--- config.mk ---
export PLATFORM = sky130hd
export DESIGN_NAME = sha256_stream_hasher_top
export DESIGN_NICKNAME = d
export VERILOG_FILES = /design/src/hw/rtl/sha256_pkg.sv /design/src/hw/rtl/sha256_stream_hasher_top.sv /design/src/hw/rtl/sha256_round.sv
export SDC_FILE = /design/constraint.sdc
export NUM_CORES = 2
export LEC_CHECK = 0
export BUFFER_PORTS_ARGS = -buffer_cell sky130_fd_sc_hd__buf_2
export CAP_MARGIN = 15
export CORE_UTILIZATION = 50
export CTS_BUF_LIST = sky130_fd_sc_hd__clkbuf_4 sky130_fd_sc_hd__clkbuf_8
export CTS_CLUSTER_DIAMETER = 200
export DETAILED_ROUTE_END_ITERATION = 8
export PLACE_DENSITY_LB_ADDON = 0.08
export SYNTH_ARGS = -nofsm -noshare
export SYNTH_HDL_FRONTEND = slang
export SYNTH_SLANG_ARGS = --single-unit
--- constraint.sdc ---
create_clock -name clk -period 36.5 [get_ports clk]
set_input_delay 7.3 -clock clk [delete_from_list [all_inputs] [get_ports clk]]
set_output_delay 7.3 -clock clk [all_outputs]
set_load 0.05 [all_outputs]
--- src/hw/rtl/sha256_pkg.sv ---
// Shared types and constants for the SHA-256 stream hasher.
// No dependencies; used by the round unit and the top level.
package sha256_pkg;

  typedef logic [31:0] word_t;
  typedef logic [7:0][31:0] hash_t;     // element 0 is H0 / a
  typedef logic [0:15][31:0] sched_t;   // element 0 is the current schedule word

  localparam hash_t H_INIT = {
    32'h5be0cd19, 32'h1f83d9ab, 32'h9b05688c, 32'h510e527f,
    32'ha54ff53a, 32'h3c6ef372, 32'hbb67ae85, 32'h6a09e667
  };

  localparam logic [7:0] PAD_MARK = 8'h80;

  function automatic word_t round_k(input logic [5:0] idx);
    word_t k;
    case (idx)
      6'd0:  k = 32'h428a2f98;  6'd1:  k = 32'h71374491;
      6'd2:  k = 32'hb5c0fbcf;  6'd3:  k = 32'he9b5dba5;
      6'd4:  k = 32'h3956c25b;  6'd5:  k = 32'h59f111f1;
      6'd6:  k = 32'h923f82a4;  6'd7:  k = 32'hab1c5ed5;
      6'd8:  k = 32'hd807aa98;  6'd9:  k = 32'h12835b01;
      6'd10: k = 32'h243185be;  6'd11: k = 32'h550c7dc3;
      6'd12: k = 32'h72be5d74;  6'd13: k = 32'h80deb1fe;
      6'd14: k = 32'h9bdc06a7;  6'd15: k = 32'hc19bf174;
      6'd16: k = 32'he49b69c1;  6'd17: k = 32'hefbe4786;
      6'd18: k = 32'h0fc19dc6;  6'd19: k = 32'h240ca1cc;
      6'd20: k = 32'h2de92c6f;  6'd21: k = 32'h4a7484aa;
      6'd22: k = 32'h5cb0a9dc;  6'd23: k = 32'h76f988da;
      6'd24: k = 32'h983e5152;  6'd25: k = 32'ha831c66d;
      6'd26: k = 32'hb00327c8;  6'd27: k = 32'hbf597fc7;
      6'd28: k = 32'hc6e00bf3;  6'd29: k = 32'hd5a79147;
      6'd30: k = 32'h06ca6351;  6'd31: k = 32'h14292967;
      6'd32: k = 32'h27b70a85;  6'd33: k = 32'h2e1b2138;
      6'd34: k = 32'h4d2c6dfc;  6'd35: k = 32'h53380d13;
      6'd36: k = 32'h650a7354;  6'd37: k = 32'h766a0abb;
      6'd38: k = 32'h81c2c92e;  6'd39: k = 32'h92722c85;
      6'd40: k = 32'ha2bfe8a1;  6'd41: k = 32'ha81a664b;
      6'd42: k = 32'hc24b8b70;  6'd43: k = 32'hc76c51a3;
      6'd44: k = 32'hd192e819;  6'd45: k = 32'hd6990624;
      6'd46: k = 32'hf40e3585;  6'd47: k = 32'h106aa070;
      6'd48: k = 32'h19a4c116;  6'd49: k = 32'h1e376c08;
      6'd50: k = 32'h2748774c;  6'd51: k = 32'h34b0bcb5;
      6'd52: k = 32'h391c0cb3;  6'd53: k = 32'h4ed8aa4a;
      6'd54: k = 32'h5b9cca4f;  6'd55: k = 32'h682e6ff3;
      6'd56: k = 32'h748f82ee;  6'd57: k = 32'h78a5636f;
      6'd58: k = 32'h84c87814;  6'd59: k = 32'h8cc70208;
      6'd60: k = 32'h90befffa;  6'd61: k = 32'ha4506ceb;
      6'd62: k = 32'hbef9a3f7;  6'd63: k = 32'hc67178f2;
      default: k = 32'h0;
    endcase
    return k;
  endfunction

endpackage

--- src/hw/rtl/sha256_stream_hasher_top.sv ---
// SHA-256 stream hasher top level: byte input stream, digest output stream.
// Depends on sha256_pkg and sha256_round.
//
// Input stream: one message byte per request. s_axis_tuser flags that
// s_axis_tdata carries a byte; s_axis_tlast ends the message (a request with
// tlast and no byte ends it too, so an empty message is allowed).
// Output stream: one request per message, the 256-bit digest, H0 in the
// low word.
// Bytes are taken one per cycle until 64 are held. The 64th byte starts a
// compression: 64 rounds of the shared round unit, one per cycle, then the
// chaining add, all with s_axis_tready low. On tlast the padding bytes are
// fed in one per cycle (up to 72) with one or two more compressions, then
// the digest is loaded into the output register.
// The output register holds the digest until taken; the next message may be
// streamed in meanwhile, and its finish waits for the register to empty.
// Reset (rst, synchronous) restores the initial hash values, clears the
// length and drops any digest not yet taken.
module sha256_stream_hasher_top (
  input  logic         clk,
  input  logic         rst,
  input  logic         s_axis_tvalid,
  output logic         s_axis_tready,
  input  logic [7:0]   s_axis_tdata,  // [7:0] data_byte
  input  logic         s_axis_tuser,  // [0] has_byte
  input  logic         s_axis_tlast,  // is_last
  output logic         m_axis_tvalid,
  input  logic         m_axis_tready,
  output logic [255:0] m_axis_tdata   // digest_word0 .. digest_word7, 32 bits each
);
  import sha256_pkg::*;

  localparam logic [2:0] S_IDLE  = 3'd0;
  localparam logic [2:0] S_PAD   = 3'd1;
  localparam logic [2:0] S_ROUND = 3'd2;
  localparam logic [2:0] S_FINAL = 3'd3;
  localparam logic [2:0] S_DONE  = 3'd4;

  logic [2:0]   state;
  logic [5:0]   fill;
  logic [60:0]  total;
  logic [511:0] sched;
  hash_t        work;
  hash_t        chain;
  hash_t        out_data;
  logic         out_valid;
  logic [5:0]   rnd;
  logic         pad_active;
  logic         pad_first;
  logic         len_done;
  logic         last_pend;

  logic         accept;
  logic         push_en;
  logic [7:0]   push_byte;
  logic [7:0]   pad_byte;
  logic [63:0]  len_bits;
  hash_t        work_next;
  word_t        w_new;

  sha256_round u_round (
    .work      (work),
    .sched     (sched_t'(sched)),
    .rnd       (rnd),
    .work_next (work_next),
    .w_new     (w_new)
  );

  assign s_axis_tready = (state == S_IDLE) && !rst;
  assign accept        = s_axis_tvalid && s_axis_tready;
  assign m_axis_tvalid = out_valid;
  assign m_axis_tdata  = out_data;

  always_comb begin
    len_bits = {total, 3'b000};
    if (pad_first) begin
      pad_byte = PAD_MARK;
    end else if (len_done && fill[5:3] == 3'd7) begin
      pad_byte = len_bits[{~fill[2:0], 3'b000} +: 8];
    end else begin
      pad_byte = 8'h00;
    end
    if (state == S_PAD) begin
      push_en   = 1'b1;
      push_byte = pad_byte;
    end else begin
      push_en   = accept && s_axis_tuser;
      push_byte = s_axis_tdata;
    end
  end

  always_ff @(posedge clk) begin
    if (rst) begin
      state      <= S_IDLE;
      fill       <= '0;
      total      <= '0;
      chain      <= H_INIT;
      out_valid  <= 1'b0;
      rnd        <= '0;
      pad_active <= 1'b0;
      pad_first  <= 1'b0;
      len_done   <= 1'b0;
      last_pend  <= 1'b0;
    end else begin
      if (out_valid && m_axis_tready && state != S_DONE) begin
        out_valid <= 1'b0;
      end
      if (push_en) begin
        sched <= {sched[503:0], push_byte};
        fill  <= fill + 6'd1;
      end
      case (state)
        S_IDLE: begin
          if (accept) begin
            if (s_axis_tuser) begin
              total <= total + 61'd1;
            end
            if (push_en && fill == 6'd63) begin
              state     <= S_ROUND;
              work      <= chain;
              rnd       <= '0;
              last_pend <= s_axis_tlast;
            end else if (s_axis_tlast) begin
              state      <= S_PAD;
              pad_active <= 1'b1;
              pad_first  <= 1'b1;
            end
          end
        end
        S_PAD: begin
          pad_first <= 1'b0;
          // marker past byte 55: the length goes into a second block
          if (pad_first) begin
            len_done <= (fill[5:3] != 3'd7);
          end
          if (fill == 6'd63) begin
            state <= S_ROUND;
            work  <= chain;
            rnd   <= '0;
          end
        end
        S_ROUND: begin
          work  <= work_next;
          sched <= {sched[479:0], w_new};
          rnd   <= rnd + 6'd1;
          if (rnd == 6'd63) begin
            state <= S_FINAL;
          end
        end
        S_FINAL: begin
          for (int i = 0; i < 8; i++) begin
            chain[i] <= chain[i] + work[i];
          end
          if (pad_active) begin
            if (len_done) begin
              state <= S_DONE;
            end else begin
              state    <= S_PAD;
              len_done <= 1'b1;
            end
          end else if (last_pend) begin
            state      <= S_PAD;
            pad_active <= 1'b1;
            pad_first  <= 1'b1;
            last_pend  <= 1'b0;
          end else begin
            state <= S_IDLE;
          end
        end
        S_DONE: begin
          if (!out_valid || m_axis_tready) begin
            out_data   <= chain;
            out_valid  <= 1'b1;
            chain      <= H_INIT;
            total      <= '0;
            pad_active <= 1'b0;
            len_done   <= 1'b0;
            state      <= S_IDLE;
          end
        end
        default: begin
          state <= S_IDLE;
        end
      endcase
    end
  end

endmodule

--- src/hw/rtl/sha256_round.sv ---
// One SHA-256 round plus the next message schedule word.
// Depends on sha256_pkg.
module sha256_round (
  input  sha256_pkg::hash_t  work,
  input  sha256_pkg::sched_t sched,
  input  logic [5:0]         rnd,
  output sha256_pkg::hash_t  work_next,
  output sha256_pkg::word_t  w_new
);
  import sha256_pkg::*;

  function automatic word_t rotr(input word_t x, input int n);
    return (x >> n) | (x << (32 - n));
  endfunction

  word_t t1;
  word_t t2;
  word_t s0;
  word_t s1;
  word_t ch;
  word_t maj;
  word_t g0;
  word_t g1;

  always_comb begin
    s1  = rotr(work[4], 6) ^ rotr(work[4], 11) ^ rotr(work[4], 25);
    ch  = (work[4] & work[5]) ^ (~work[4] & work[6]);
    s0  = rotr(work[0], 2) ^ rotr(work[0], 13) ^ rotr(work[0], 22);
    maj = (work[0] & work[1]) ^ (work[0] & work[2]) ^ (work[1] & work[2]);
    t1  = work[7] + s1 + ch + round_k(rnd) + sched[0];
    t2  = s0 + maj;
    work_next[7] = work[6];
    work_next[6] = work[5];
    work_next[5] = work[4];
    work_next[4] = work[3] + t1;
    work_next[3] = work[2];
    work_next[2] = work[1];
    work_next[1] = work[0];
    work_next[0] = t1 + t2;
    g0 = rotr(sched[1], 7) ^ rotr(sched[1], 18) ^ (sched[1] >> 3);
    g1 = rotr(sched[14], 17) ^ rotr(sched[14], 19) ^ (sched[14] >> 10);
    w_new = sched[0] + g0 + sched[9] + g1;
  end

endmodule

==> implementation parameters <==
Parameter                              Value

Final layout
  Most common cell after layout, fill and taps aside    sky130_fd_sc_hd__nand2_1
  Fin area    0.0896 mm²
  Count of nets after finishing    9302
  Area added between synthesis and finish    10.1%
  Highest-count cells in the layout ignoring fill and taps    2268 x sky130_fd_sc_hd__nand2_1, 1024 x sky130_fd_sc_hd__edfxtp_1, 480 x sky130_fd_sc_hd__o21ai_0, 442 x sky130_fd_sc_hd__nor2_1, 426 x sky130_fd_sc_hd__a21oi_1
  Fraction of layout instances using a drive strength above 1    9.96%

Global route
  Met1 routing resource usage after global routing    47.2%
  Largest net degree at the start of global routing    221
  Met3 global-route usage    5.20%
  Busiest metal layer after global routing    met1
  Total grt overflow    0
  First-pass GRT wire length    384 mm
  Initial antenna violation count    16
  Overall Global Routing Usage    31.2%
  Vias in the first global route    59.7k
  Met2 track demand over resource in global routing    45.6%

CTS
  Skew-Pair Late Insertion Delay    1.02 ns
  Buffers inserted by post-CTS timing repair    0
  Depth of the CTS H-tree    4
  Clock-pin slew on the worst setup and hold paths    0.06 ns
  Clk Tree Root Cell    sky130_fd_sc_hd__clkbuf_8
  Clock sink count    1393
  Hold buffers post-CTS    0
  Num CTS Buffers    236
  TritonCTS clock tree    yes
  Buffer levels on the longest clock path    3
  Post-cts resize count    0

Routing
  First-iteration detailed-routing DRC count    6752
  Total number of vias    64.1k
  Average wire per standard cell    23.5 µm
  Final antenna-violating net count    0
  Detailed Route WL    261 mm
  Via count normalized by instance count    5.78
  Total iterations of the first detailed-routing run    7
  Final routed DRC violation total    0

Synthesis
  Dominant combinational cell family by area after synthesis    simple AND/OR/NAND/NOR gates
  Average size of a mapped cell    9.49 µm²
  Post-synthesis async set-or-reset flop share    0%
  Synthesis-stage register bit count    1393
  Simple logic cell fraction of the synthesized area    17.0%
  Distinct cell type count after synthesis    101
  Most used flip-flop cell after synthesis    sky130_fd_sc_hd__edfxtp_1
  Synth Area in Compound Gates    13.2%
  Cells after synthesis    8574
  Share of the yosys chip area belonging to registers    46.9%
  Multiplexer share of the synthesized area    1.15%
  Post-synthesis instance area    0.0814 mm²
  Fraction of synthesized cell area in xor and xnor cells    6.71%
  Fraction of synthesized cell area taken by the top area cell type    37.8%
  Post-synthesis share of cell area spent on full adders, half adders and majority gates    11.1%
  Yosys warns    0
  Synth area leader    sky130_fd_sc_hd__edfxtp_1
  Biggest area contributors in the synthesized netlist    sky130_fd_sc_hd__edfxtp_1 38%, sky130_fd_sc_hd__nand2_1 10%, sky130_fd_sc_hd__dfxtp_1 9.1%
  Mapped Nets    9174
  Number of enable flip-flop cells after synthesis    1024

Worst setup path
  CP Capture Type    output pin
  Count of cells along the worst register-to-register path    22
  Critical path fanouts, max    27
  Path type of the worst setup path    in -> out
  Cell type group with the largest total delay on the critical path    buffers and inverters
  Reg2Reg Capture Point    work[30]$_DFFE_PP_
  Worst path buffer plus inverter count    2
  List of cells traversed by the critical path    buf_6 > nor4_1 > buf_2
  Critical path startpoint category    input port
  Slowest library cell on the worst path    sky130_fd_sc_hd__buf_2
  Arr. time, crit path    8.13 ns
  Worst stage delay on the critical path    0.33 ns
  Data required time at the worst endpoint    29.20 ns
  Register-to-Register Setup Slack    28.22 ns

Die
  Die area    0.164 mm²
  Number of top-level pins    272
  Height of the die    405 µm
  Row count    147
  Width of the chip    405 µm
  Placeable core region    0.161 mm²
  Initial cell density of the core    50.5%

STA
  Maximum operating frequency    0.0648 GHz
  Max_slew headroom    17.7%
  Final setup viols    0
  Period Utilization, post-route    42.3%
  Post-route minimum period    15.43 ns
  Least-Margin Pin Slew    1.23 ns
  Clock Skew    0.0535 ns
  Total Neg Setup Slack    0 ns
  Final hold vios    0
  Setup repair after global routing missed its margin    no
  Final number of max-transition violations    0

Placed design
  Post-DP HPWL    186 mm
  GPL Wtd Cong    0.977
  Port buffer count    271
  Post-Place Cell Area    0.0844 mm²

Min path
  Type of the tightest min-delay check    reg -> reg
  Worst Min Path Start    chain[253]$_SDFFE_PP0P_
  Worst hold path endpoint    m_axis_tdata[253]$_DFFE_PP_
  Worst hold stages    0

Run
  Reported max-cap violation count    0

Outcome
  Result of the run    finished, final reports clean

Power and ir drop
  Static leakage power    37.0 nW
  Maximum vdd ir drop    0.0000432 V
  P per Cell Area    38.1 mW/mm²
stage by stage:
stage	utilization [%]	instances	setup WS, ns	power, mW	hold slack (ns)
final	55.6	11100	21.07	3.42	0.474
after global routing	55.6	11100	21.05	3.53	0.497
after CTS	55.6	11100	21.08	3.45	0.474
after detailed placement	52.4	10600	21.08	1.91	0.478
after global placement	52.4	10600	21.07	1.91	0.472
after floorplan	-	8574	5.78	1.89	0.446
state kept, by name (all words and copies together) (netlist names), 3 cells and up, named ones only:
register,cells
sched,512
chain,256
state,3
rnd,6
total,61
work,256
fill,6
m_axis_tdata,256
synthesized netlist by cell type, drive strengths merged, types with 22 or more instances:
library cell and number:
buf 59, a21oi 432, o31ai 36, nor2b 51, maj3 22, inv 396
o21ai 495, xor2 243, o22ai 93, xnor2 373, nand2b 148, dfxtp 369
edfxtp 1024, or3 41, and3 51, a211oi 61, nand3 110, o211ai 29
nor2 448, nor3 69, clkbuf 404, ha 391, fa 195, o21a 57
o21bai 50, mux2 35, nand2 2275, nand4 25, a22oi 54, a31oi 50
a21o 173, mux2i 25
report_power, final:
group / internal, mW / switching (mW)
clock network: 0.845 / 0.689
registers: 1.71 / 0.0142
logic: 0.0587 / 0.102
cell type report:
cell class / count / area [µm²]
clock inverters: 101 / 883
inverters: 397 / 1490
repair buffers: 353 / 2040
diodes: 9 / 22.5
fillers: 14700 / 71500
well taps: 2160 / 2700
clock buffers: 348 / 4260
flip-flops and latches: 1393 / 38100
multi-input cells: 6321 / 40100
worst reg2reg max path: cells and delay by family (launching register included):
kind            cells  cell delay, ns
simple gates        2            0.28
flops               1            0.49
compound gates     10            3.21
mux                 1            0.21
buf+inv             2            0.19
fa+ha+maj           6            2.76
xor+xnor            1            0.89
how the worst max path moves through the flow:
stage               startpoint  slack [ns]  cells after the start                 end
detailed placement         rst       21.08                      3       s_axis_tready
finish                     rst       21.07                      3       s_axis_tready
global placement           rst       21.07                      3       s_axis_tready
CTS                        rst       21.08                      3       s_axis_tready
floorplan                  rst        5.78                      6  sched[0]$_DFFE_PP_
global route               rst       21.05                      3       s_axis_tready
per-layer routing:
metal	wire (µm)	up-vias
met4	7550	0
met2	111000	2517
li1	-	29900
met3	21500	397
met5	0	-
met1	121000	31300
logic make-up (layout without fill, tap and decap cells):
family,count (synthesis),count (layout)
xor+xnor,618,618
flops,1393,1393
compound gates,1713,1713
buf+inv,860,1199
mux,73,73
fa+ha+maj,608,608
other cells,0,9
simple gates,3309,3309
Note: power is estimated with default switching activity, not from simulation.
